[src/rtl/rhc_pkg.sv]
// rhc_pkg: shared types, constants and the falloff alpha table for the
// radial highlight compositor. No dependencies.
package rhc_pkg;

  localparam int ROOT_W       = 8;
  localparam int PIPE_STAGES  = 2 * ROOT_W;
  localparam int QUEUE_DEPTH  = 4;
  localparam int QUEUE_PTR_W  = $clog2(QUEUE_DEPTH);
  localparam int QUEUE_CNT_W  = $clog2(QUEUE_DEPTH + 1);

  localparam logic [7:0] ALPHA_MAIN_CORE   = 8'd210;
  localparam logic [7:0] ALPHA_SECOND_CORE = 8'd180;
  localparam logic [7:0] ALPHA_SECOND_RING = 8'd120;
  localparam logic [7:0] ALPHA_MIN_APPLY   = 8'd5;
  localparam logic [7:0] ALPHA_NONE        = 8'd0;
  localparam int         ALPHA_FALLOFF_PEAK = 160;
  localparam longint     FALLOFF_SCALE      = 6250;

  typedef enum logic [2:0] {
    REGION_NONE,
    REGION_MAIN_CORE,
    REGION_MAIN_FALLOFF,
    REGION_SECOND_CORE,
    REGION_SECOND_RING
  } region_t;

  typedef enum logic [2:0] {
    CFG_MAIN_CX,
    CFG_MAIN_CY,
    CFG_MAIN_R,
    CFG_SEC_CX,
    CFG_SEC_CY,
    CFG_SEC_R,
    CFG_HL_COLOR
  } cfg_index_t;

  typedef struct packed {
    logic [9:0]  main_cx;
    logic [9:0]  main_cy;
    logic [7:0]  main_r;
    logic [9:0]  sec_cx;
    logic [9:0]  sec_cy;
    logic [15:0] main_rsq;
    logic [15:0] main_csq;
    logic [15:0] sec_rsq;
    logic [15:0] sec_csq;
  } cfg_t;

  typedef struct packed {
    logic [15:0] base;
    logic [7:0]  alpha;
    region_t     region;
  } queue_entry_t;

  typedef logic [7:0] alpha_lut_t [256];

  // alpha(f) = largest a in 0..160 with a^5 <= 6250*(256-f)^3
  function automatic alpha_lut_t build_alpha_lut();
    alpha_lut_t lut;
    longint unsigned rem;
    longint unsigned lim;
    longint unsigned p;
    int best;
    for (int f = 0; f < 256; f++) begin
      rem  = longint'(256 - f);
      lim  = rem * rem * rem * FALLOFF_SCALE;
      best = 0;
      for (int a = 0; a <= ALPHA_FALLOFF_PEAK; a++) begin
        p = longint'(a);
        p = p * p * p * p * p;
        if (p <= lim) best = a;
      end
      lut[f] = 8'(best);
    end
    return lut;
  endfunction

  localparam alpha_lut_t ALPHA_LUT = build_alpha_lut();

endpackage

[src/rtl/rhc_front.sv]
// rhc_front: accepts pixel beats, measures distances to both highlight
// centers, runs the root and divide pipeline and classifies each pixel.
// Depends on rhc_pkg.
module rhc_front (
  input  logic                  clk,
  input  logic                  rst,
  input  rhc_pkg::cfg_t         cfg,
  input  logic                  in_valid,
  output logic                  in_ready,
  input  logic [7:0]            pixel_x,
  input  logic [7:0]            pixel_y,
  input  logic [15:0]           bg_color,
  output logic                  push,
  output rhc_pkg::queue_entry_t push_data,
  input  logic                  full
);

  typedef struct packed {
    logic [15:0] base;
    logic        in1;
    logic        core1;
    logic        in2;
    logic        core2;
    logic [15:0] d;
    logic [10:0] srem;
    logic [7:0]  root;
    logic [7:0]  drem;
    logic [7:0]  q;
  } front_item_t;

  function automatic front_item_t sqrt_step(front_item_t it, logic [2:0] step);
    front_item_t o;
    logic [3:0]  pos;
    logic [10:0] rem_sh;
    logic [10:0] trial;
    o      = it;
    pos    = {~step, 1'b0};
    rem_sh = {it.srem[8:0], it.d[pos +: 2]};
    trial  = {1'b0, it.root, 2'b01};
    if (rem_sh >= trial) begin
      o.srem = rem_sh - trial;
      o.root = {it.root[6:0], 1'b1};
    end else begin
      o.srem = rem_sh;
      o.root = {it.root[6:0], 1'b0};
    end
    o.drem = o.root;
    o.q    = '0;
    return o;
  endfunction

  function automatic front_item_t div_step(front_item_t it, logic [7:0] r);
    front_item_t o;
    logic [8:0]  sh;
    logic [8:0]  diff;
    o    = it;
    sh   = {it.drem, 1'b0};
    diff = sh - {1'b0, r};
    if (sh >= {1'b0, r}) begin
      o.drem = diff[7:0];
      o.q    = {it.q[6:0], 1'b1};
    end else begin
      o.drem = sh[7:0];
      o.q    = {it.q[6:0], 1'b0};
    end
    return o;
  endfunction

  logic               en;
  logic               a_valid;
  logic               b_valid;
  logic [15:0]        a_base;
  logic [15:0]        b_base;
  logic signed [10:0] a_dx1, a_dy1, a_dx2, a_dy2;
  logic [19:0]        b_sq1x, b_sq1y, b_sq2x, b_sq2y;
  logic signed [21:0] p1x, p1y, p2x, p2y;
  logic [20:0]        d1, d2;
  front_item_t        head;
  front_item_t        pipe [rhc_pkg::PIPE_STAGES+1];
  logic [rhc_pkg::PIPE_STAGES:0] pipe_valid;
  front_item_t        last;
  logic [7:0]         alpha_f;

  assign en       = !(pipe_valid[rhc_pkg::PIPE_STAGES] && full);
  assign in_ready = en && !rst;
  assign push     = pipe_valid[rhc_pkg::PIPE_STAGES] && !full;
  assign last     = pipe[rhc_pkg::PIPE_STAGES];

  always_comb begin
    p1x = a_dx1 * a_dx1;
    p1y = a_dy1 * a_dy1;
    p2x = a_dx2 * a_dx2;
    p2y = a_dy2 * a_dy2;
    d1  = {1'b0, b_sq1x} + {1'b0, b_sq1y};
    d2  = {1'b0, b_sq2x} + {1'b0, b_sq2y};
    head       = '0;
    head.base  = b_base;
    head.in1   = d1 < {5'd0, cfg.main_rsq};
    head.core1 = d1 < {5'd0, cfg.main_csq};
    head.in2   = d2 < {5'd0, cfg.sec_rsq};
    head.core2 = d2 < {5'd0, cfg.sec_csq};
    head.d     = d1[15:0];
  end

  always_ff @(posedge clk) begin
    if (rst) begin
      a_valid    <= 1'b0;
      b_valid    <= 1'b0;
      pipe_valid <= '0;
    end else if (en) begin
      a_valid    <= in_valid;
      b_valid    <= a_valid;
      pipe_valid <= {pipe_valid[rhc_pkg::PIPE_STAGES-1:0], b_valid};
    end
  end

  always_ff @(posedge clk) begin
    if (en) begin
      a_base <= bg_color;
      a_dx1  <= $signed({3'b000, pixel_x}) - $signed({cfg.main_cx[9], cfg.main_cx});
      a_dy1  <= $signed({3'b000, pixel_y}) - $signed({cfg.main_cy[9], cfg.main_cy});
      a_dx2  <= $signed({3'b000, pixel_x}) - $signed({cfg.sec_cx[9], cfg.sec_cx});
      a_dy2  <= $signed({3'b000, pixel_y}) - $signed({cfg.sec_cy[9], cfg.sec_cy});
      b_base <= a_base;
      b_sq1x <= p1x[19:0];
      b_sq1y <= p1y[19:0];
      b_sq2x <= p2x[19:0];
      b_sq2y <= p2y[19:0];
      pipe[0] <= head;
      for (int k = 0; k < rhc_pkg::PIPE_STAGES; k++) begin
        if (k < rhc_pkg::ROOT_W) begin
          pipe[k+1] <= sqrt_step(pipe[k], 3'(k));
        end else begin
          pipe[k+1] <= div_step(pipe[k], cfg.main_r);
        end
      end
    end
  end

  always_comb begin
    alpha_f        = rhc_pkg::ALPHA_LUT[last.q];
    push_data.base = last.base;
    if (last.in1 && last.core1) begin
      push_data.alpha  = rhc_pkg::ALPHA_MAIN_CORE;
      push_data.region = rhc_pkg::REGION_MAIN_CORE;
    end else if (last.in1 && (alpha_f > rhc_pkg::ALPHA_MIN_APPLY)) begin
      push_data.alpha  = alpha_f;
      push_data.region = rhc_pkg::REGION_MAIN_FALLOFF;
    end else if (last.in2 && last.core2) begin
      push_data.alpha  = rhc_pkg::ALPHA_SECOND_CORE;
      push_data.region = rhc_pkg::REGION_SECOND_CORE;
    end else if (last.in2) begin
      push_data.alpha  = rhc_pkg::ALPHA_SECOND_RING;
      push_data.region = rhc_pkg::REGION_SECOND_RING;
    end else begin
      push_data.alpha  = rhc_pkg::ALPHA_NONE;
      push_data.region = rhc_pkg::REGION_NONE;
    end
  end

endmodule

[src/rtl/rhc_queue.sv]
// rhc_queue: short FIFO of classified pixels between front and back.
// Depends on rhc_pkg.
module rhc_queue (
  input  logic                  clk,
  input  logic                  rst,
  input  logic                  push,
  input  rhc_pkg::queue_entry_t push_data,
  output logic                  full,
  input  logic                  pop,
  output rhc_pkg::queue_entry_t pop_data,
  output logic                  empty
);

  localparam int PTR_W = rhc_pkg::QUEUE_PTR_W;
  localparam int CNT_W = rhc_pkg::QUEUE_CNT_W;

  function automatic logic [PTR_W-1:0] next_ptr(logic [PTR_W-1:0] p);
    return (p == PTR_W'(rhc_pkg::QUEUE_DEPTH - 1)) ? '0 : p + 1'b1;
  endfunction

  rhc_pkg::queue_entry_t mem [rhc_pkg::QUEUE_DEPTH];
  logic [PTR_W-1:0]      wr_ptr;
  logic [PTR_W-1:0]      rd_ptr;
  logic [CNT_W-1:0]      count;

  assign full     = count == CNT_W'(rhc_pkg::QUEUE_DEPTH);
  assign empty    = count == '0;
  assign pop_data = mem[rd_ptr];

  always_ff @(posedge clk) begin
    if (push) mem[wr_ptr] <= push_data;
  end

  always_ff @(posedge clk) begin
    if (rst) begin
      wr_ptr <= '0;
      rd_ptr <= '0;
      count  <= '0;
    end else begin
      if (push) wr_ptr <= next_ptr(wr_ptr);
      if (pop) rd_ptr <= next_ptr(rd_ptr);
      if (push && !pop) begin
        count <= count + 1'b1;
      end else if (pop && !push) begin
        count <= count - 1'b1;
      end
    end
  end

  a_no_overflow: assert property (@(posedge clk) disable iff (rst) push |-> !full)
    else $error("queue push while full");
  a_no_underflow: assert property (@(posedge clk) disable iff (rst) pop |-> !empty)
    else $error("queue pop while empty");
  a_fill: assert property (@(posedge clk) disable iff (rst) (push && !pop) |=> !empty)
    else $error("queue empty after push");

endmodule

[src/rtl/rhc_back.sv]
// rhc_back: blends each queued pixel with the highlight color and holds the
// result beat until taken. Depends on rhc_pkg.
module rhc_back (
  input  logic                  clk,
  input  logic                  rst,
  input  rhc_pkg::queue_entry_t entry,
  input  logic                  empty,
  output logic                  pop,
  input  logic [15:0]           overlay,
  output logic                  out_valid,
  input  logic                  out_ready,
  output logic [15:0]           out_color,
  output rhc_pkg::region_t      region
);

  // floor(x/255), exact for x < 16320
  function automatic logic [5:0] div255(logic [13:0] x);
    logic [15:0] t;
    t = {2'b00, x} + {10'd0, x[13:8]} + 16'd1;
    return t[13:8];
  endfunction

  logic             en;
  logic [15:0]      b_sw;
  logic [15:0]      o_sw;
  logic [7:0]       inv;
  logic             s1_valid;
  logic [12:0]      s1_r;
  logic [13:0]      s1_g;
  logic [12:0]      s1_b;
  rhc_pkg::region_t s1_region;
  logic [5:0]       q_r;
  logic [5:0]       q_g;
  logic [5:0]       q_b;
  logic [15:0]      packed_rgb;

  assign en   = !out_valid || out_ready;
  assign pop  = en && !empty;
  assign b_sw = {entry.base[7:0], entry.base[15:8]};
  assign o_sw = {overlay[7:0], overlay[15:8]};
  assign inv  = 8'd255 - entry.alpha;

  always_ff @(posedge clk) begin
    if (rst) begin
      s1_valid  <= 1'b0;
      out_valid <= 1'b0;
    end else if (en) begin
      s1_valid  <= !empty;
      out_valid <= s1_valid;
    end
  end

  always_comb begin
    q_r        = div255({1'b0, s1_r});
    q_g        = div255(s1_g);
    q_b        = div255({1'b0, s1_b});
    packed_rgb = {q_r[4:0], q_g, q_b[4:0]};
  end

  always_ff @(posedge clk) begin
    if (en) begin
      s1_r      <= 13'(b_sw[15:11] * inv) + 13'(o_sw[15:11] * entry.alpha);
      s1_g      <= 14'(b_sw[10:5] * inv) + 14'(o_sw[10:5] * entry.alpha);
      s1_b      <= 13'(b_sw[4:0] * inv) + 13'(o_sw[4:0] * entry.alpha);
      s1_region <= entry.region;
      out_color <= {packed_rgb[7:0], packed_rgb[15:8]};
      region    <= s1_region;
    end
  end

endmodule

[src/rtl/radial_highlight_compositor.sv]
// radial_highlight_compositor: top level with the register file and the
// front, queue and back parts. Depends on rhc_pkg, rhc_front, rhc_queue, rhc_back.
// Throughput: one beat per clock unless m_axis_tready holds the output back;
// the 8-step root and 8-step divide are fully pipelined.
// A 4-entry queue lets front and back stall independently.
// Reset (rst, synchronous): empties the pipeline and queue, loads register defaults.
module radial_highlight_compositor (
  input  logic        clk,
  input  logic        rst,
  input  logic        s_axis_tvalid,
  output logic        s_axis_tready,
  input  logic [31:0] s_axis_tdata,  // pixel_x[7:0], pixel_y[15:8], bg_color[31:16]
  output logic        m_axis_tvalid,
  input  logic        m_axis_tready,
  output logic [15:0] m_axis_tdata,  // out_color[15:0]
  output logic [2:0]  m_axis_tuser,  // region[2:0]
  input  logic        cfg_we,
  input  logic [2:0]  cfg_index,
  input  logic [15:0] cfg_data
);

  logic [9:0]  main_cx, main_cy, sec_cx, sec_cy;
  logic [7:0]  main_r, sec_r;
  logic [15:0] hl_color;
  logic [15:0] third_prod;
  logic [6:0]  main_core_r, sec_core_r;
  logic [15:0] main_rsq, main_csq, sec_rsq, sec_csq;

  rhc_pkg::cfg_t         cfg;
  rhc_pkg::queue_entry_t push_data, pop_data;
  logic                  push, pop, full, empty;
  rhc_pkg::region_t      region;

  always_ff @(posedge clk) begin
    if (rst) begin
      main_cx  <= 10'd120;
      main_cy  <= 10'd120;
      main_r   <= 8'd3;
      sec_cx   <= 10'd120;
      sec_cy   <= 10'd120;
      sec_r    <= 8'd2;
      hl_color <= 16'hFFFF;
    end else if (cfg_we) begin
      case (rhc_pkg::cfg_index_t'(cfg_index))
        rhc_pkg::CFG_MAIN_CX:  main_cx  <= cfg_data[9:0];
        rhc_pkg::CFG_MAIN_CY:  main_cy  <= cfg_data[9:0];
        rhc_pkg::CFG_MAIN_R:   main_r   <= cfg_data[7:0];
        rhc_pkg::CFG_SEC_CX:   sec_cx   <= cfg_data[9:0];
        rhc_pkg::CFG_SEC_CY:   sec_cy   <= cfg_data[9:0];
        rhc_pkg::CFG_SEC_R:    sec_r    <= cfg_data[7:0];
        rhc_pkg::CFG_HL_COLOR: hl_color <= cfg_data;
        default: ;
      endcase
    end
  end

  // r/3 as (r*171)>>9, exact for 8-bit r
  assign third_prod = 16'(main_r) * 16'd171;

  always_ff @(posedge clk) begin
    main_core_r <= (third_prod[15:9] == 7'd0) ? 7'd1 : third_prod[15:9];
    sec_core_r  <= (sec_r[7:1] == 7'd0) ? 7'd1 : sec_r[7:1];
    main_rsq    <= 16'(main_r) * 16'(main_r);
    sec_rsq     <= 16'(sec_r) * 16'(sec_r);
    main_csq    <= 16'(main_core_r) * 16'(main_core_r);
    sec_csq     <= 16'(sec_core_r) * 16'(sec_core_r);
  end

  always_comb begin
    cfg.main_cx  = main_cx;
    cfg.main_cy  = main_cy;
    cfg.main_r   = main_r;
    cfg.sec_cx   = sec_cx;
    cfg.sec_cy   = sec_cy;
    cfg.main_rsq = main_rsq;
    cfg.main_csq = main_csq;
    cfg.sec_rsq  = sec_rsq;
    cfg.sec_csq  = sec_csq;
  end

  rhc_front u_front (
    .clk        (clk),
    .rst        (rst),
    .cfg        (cfg),
    .in_valid   (s_axis_tvalid),
    .in_ready   (s_axis_tready),
    .pixel_x    (s_axis_tdata[7:0]),
    .pixel_y    (s_axis_tdata[15:8]),
    .bg_color   (s_axis_tdata[31:16]),
    .push       (push),
    .push_data  (push_data),
    .full       (full)
  );

  rhc_queue u_queue (
    .clk       (clk),
    .rst       (rst),
    .push      (push),
    .push_data (push_data),
    .full      (full),
    .pop       (pop),
    .pop_data  (pop_data),
    .empty     (empty)
  );

  rhc_back u_back (
    .clk       (clk),
    .rst       (rst),
    .entry     (pop_data),
    .empty     (empty),
    .pop       (pop),
    .overlay   (hl_color),
    .out_valid (m_axis_tvalid),
    .out_ready (m_axis_tready),
    .out_color (m_axis_tdata),
    .region    (region)
  );

  assign m_axis_tuser = region;

endmodule
[config.mk]
export PLATFORM = sky130hd
export DESIGN_NAME = radial_highlight_compositor
export DESIGN_NICKNAME = d
export VERILOG_FILES = /design/src/rtl/rhc_pkg.sv /design/src/rtl/rhc_front.sv /design/src/rtl/rhc_queue.sv /design/src/rtl/rhc_back.sv /design/src/rtl/radial_highlight_compositor.sv
export SDC_FILE = /design/constraint.sdc
export NUM_CORES = 2
export LEC_CHECK = 0
export BUFFER_PORTS_ARGS = -buffer_cell sky130_fd_sc_hd__buf_2
export CORE_MARGIN = 1
export CORE_UTILIZATION = 61
export CTS_BUF_LIST = sky130_fd_sc_hd__clkbuf_8
export CTS_CLUSTER_DIAMETER = 60
export DETAILED_ROUTE_END_ITERATION = 6
export HOLD_SLACK_MARGIN = 0.05
export MAX_ROUTING_LAYER = met4
export PLACE_DENSITY = 0.77
export SETUP_SLACK_MARGIN = 0.1
export SYNTH_ARGS = -nofsm -noshare
export SYNTH_HDL_FRONTEND = slang
export SYNTH_SLANG_ARGS = --single-unit
export TNS_END_PERCENT = 10
[constraint.sdc]
create_clock -name clk -period 59.1 [get_ports clk]
set_clock_uncertainty 0.15 [all_clocks]
set_input_delay 8.865 -clock clk [delete_from_list [all_inputs] [get_ports clk]]
set_output_delay 8.865 -clock clk [all_outputs]
set_load 0.01 [all_outputs]
==> results.cfg <==
[logic_synthesis]
ys_top_cells_by_area = edfxtp_1 37%, fa_1 18%, ha_1 11%
synthCells = 6490
synth_area_mm2 = 0.0745
synth_area_per_cell_um2 = 11.5
synth-seq-cells = 1091
synth.top_cell.area_share_pct = 37.0
ys_seq_area_share_pct = 41.7
synth.distinct_cells = 86
yosys_most_used_dff = edfxtp_1
synth_enable_flop_cells = 919
async_flop_share_pct = 0
yosysTopAreaCell = edfxtp_1
yosys_warnings = 0

[timing]
min_period_over_period_pct = 32.0
min_period_ns = 18.89
slew_headroom_pct = 23.8
worst_pin_slew_ns = 1.14
maxSlewViolCount = 0
hold_violations = 0
holdWs_ns = 0.240
setup_viol = 0
rsz0062_at_grt = false
max_freq_mhz = 52.9
timing.setup.tns_ns = 0

[drt]
avgViaCountPerCell = 5.42
ant_nets = 0
vias = 45500
finalWirelength_um = 141000
firstDrtPassIters = 6
post_drt_wl_per_cell_um = 16.8
post-route-drc-count = 0
drt_iter0_drc = 2937

[critical_path]
critPathMaxFanout = 101
ff2ff_path_depth = 20
r2r_end = u_back.s1_r[11]
r2r_slack_ns = 52.26
crit_type = in -> out
max_stage_delay_ns = 0.71
cpLargestDelayFamily = buffers and inverters
crit_slowest_cell = buf_4
crit_required_ns = 50.08
critPathLaunchType = input pin
cp_cell_sequence = buf_4, nor2_1, buf_2
setup.worst_path.end_class = primary output
cp.arrival_ns = 9.88
cp_num_buf_inv = 2

[placed_design]
postPlaceCellArea_mm2 = 0.0765
numPortBuffers = 76
dp.final_hpwl_um = 105000
gp_congestion = 0.903

[final_layout]
drive_gt1_share_pct = 6.95
nets = 8011
finalInstanceArea_mm2 = 0.0800
multi_input_area_mm2 = 0.0386
fillCellCount = 8884
utilization_pct = 66.5
seq_area_mm2 = 0.0310
syn_to_final_growth_pct = 7.45

[clock_network]
cts_tree = yes
cts_resized = 0
cts.clk_slew.worst_paths_ns = 0.07
cts-buffers-inserted = 177
clock_sinks = 1091
cts_setup_buffers = 0
htreeDepth = 4
clockBufferDepth = 3
hold_buffers = 0
cts-root-buf = clkbuf_8
clk_latency_ns = 0.88

[global_route]
grt_pass1_vias = 47700
antenna_found_initial = 12
grt_pass1_wl_um = 233000
grt_max_degree = 189
grt_usage_pct = 24.5
grt_overflow_total = 0

[floorplanning]
rows = 127
die_width_um = 351
die_area_mm2 = 0.124
ios = 77
start_util_pct = 61.8
die_h_um = 351
core_area_mm2 = 0.120

[worst_hold_path]
min_path_cells = 0
hold_path_class = reg -> reg
min_to = u_front.pipe[0][113]
min_from = u_front.pipe[0][42]

[job]
cap_viol_max_count = 0

[status]
status = complete, no violations
per-layer routing:
layer | vias to the layer above | GRT usage [%] | wire (um)
met4 | 0 | 8.85 | 4500
met2 | 1064 | 40.4 | 69300
met1 | 22300 | 30.1 | 59100
met5 | - | - | 0
li1 | 21800 | - | -
met3 | 310 | 4.65 | 7730
cells in the mapped netlist, drive strengths merged, types with 24 or more instances:
master,n
and2,271
nand2,539
nor2b,107
and3,24
nand3b,27
a21o,58
inv,1132
a21oi,255
dfxtp,172
clkbuf,129
o21a,86
nand3,57
mux2,61
nor2,306
xor2,81
a21boi,37
a211oi,28
fa,666
xnor2,240
buf,28
mux2i,24
o21ai,151
edfxtp,919
ha,668
nand2b,76
nor3,82
placed cells by master, fill, tap and decap left out, drive strengths merged, types with 17 or more instances in the layout:
cell / instances
inv: 1194
edfxtp: 919
ha: 668
fa: 666
nand2: 539
nor2: 306
and2: 271
a21oi: 255
xnor2: 240
clkbuf: 190
dfxtp: 172
o21ai: 151
nor2b: 107
buf: 106
o21a: 86
nor3: 82
xor2: 81
nand2b: 76
mux2: 61
a21o: 58
clkinv: 58
nand3: 57
a21boi: 37
a211oi: 28
nand3b: 27
and3: 24
mux2i: 24
mux4: 21
nand4: 21
a211o: 21
or3: 20
o211ai: 17
flip-flops by register name (all words and copies together), names as in the netlist, 13 cells and up, named ones only:
signal              flops
hl_color               16
main_csq               13
main_rsq               15
sec_csq                13
sec_rsq                15
u_back.out_color       16
u_back.s1_b            13
u_back.s1_g            14
u_back.s1_r            13
u_front.a_base         16
u_front.b_base         16
u_front.b_sq1x         19
u_front.b_sq1y         19
u_front.b_sq2x         19
u_front.b_sq2y         19
u_front.pipe          597
u_front.pipe_valid     17
u_queue.mem           108
per-stage QoR:
stage | instances | setup slack, ns
final | 8389 | 40.21
after global routing | 8388 | 40.10
after CTS | 8376 | 40.18
after detailed placement | 8054 | 40.18
after global placement | 8054 | 40.20
after floorplan | 6493 | 36.44
worst max-delay path by stage:
stage                           startpoint                 to  slack, ns  cells after the start
after CTS                              rst      s_axis_tready      40.18                      3
final                                  rst      s_axis_tready      40.21                      3
after floorplan           u_queue.count[0]  u_front.a_base[0]      36.44                      4
after global routing                   rst      s_axis_tready      40.10                      3
after global placement                 rst      s_axis_tready      40.20                      3
after detailed placement               rst      s_axis_tready      40.18                      3
worst reg2reg max path, delay by kind of cell (launching register included):
kind / cells / cell delay (ns)
flops: 1 / 0.31
fa+ha+maj: 6 / 2.82
compound gates: 7 / 1.30
xor+xnor: 1 / 0.10
simple gates: 1 / 0.31
buf+inv: 4 / 0.67
mux: 1 / 0.92
logic make-up after synthesis:
family                   share of synthesized area, %
other                                         0.00503
flip-flops                                       41.7
AND/OR/NAND/NOR                                  10.3
AO/OA/AOI/OAI                                    6.65
adder cells (fa/ha/maj)                          29.1
buffers and inverters                            6.59
XOR/XNOR                                         3.77
multiplexers                                     1.88
layout make-up:
cell class	instances	area share, %
Clock buffer	190	3.27
Tap cell	1612	2.52
Timing Repair Buffer	106	0.775
Sequential cell	1091	38.8
Inverter	1134	5.33
Antenna cell	13	0.0406
Multi-Input combinational cell	4111	48.2
Clock inverter	132	1.11
Power is left out: the tool's default activity adds up to more than one toggle a clock period on the data nets, which glitch-free logic cannot reach.
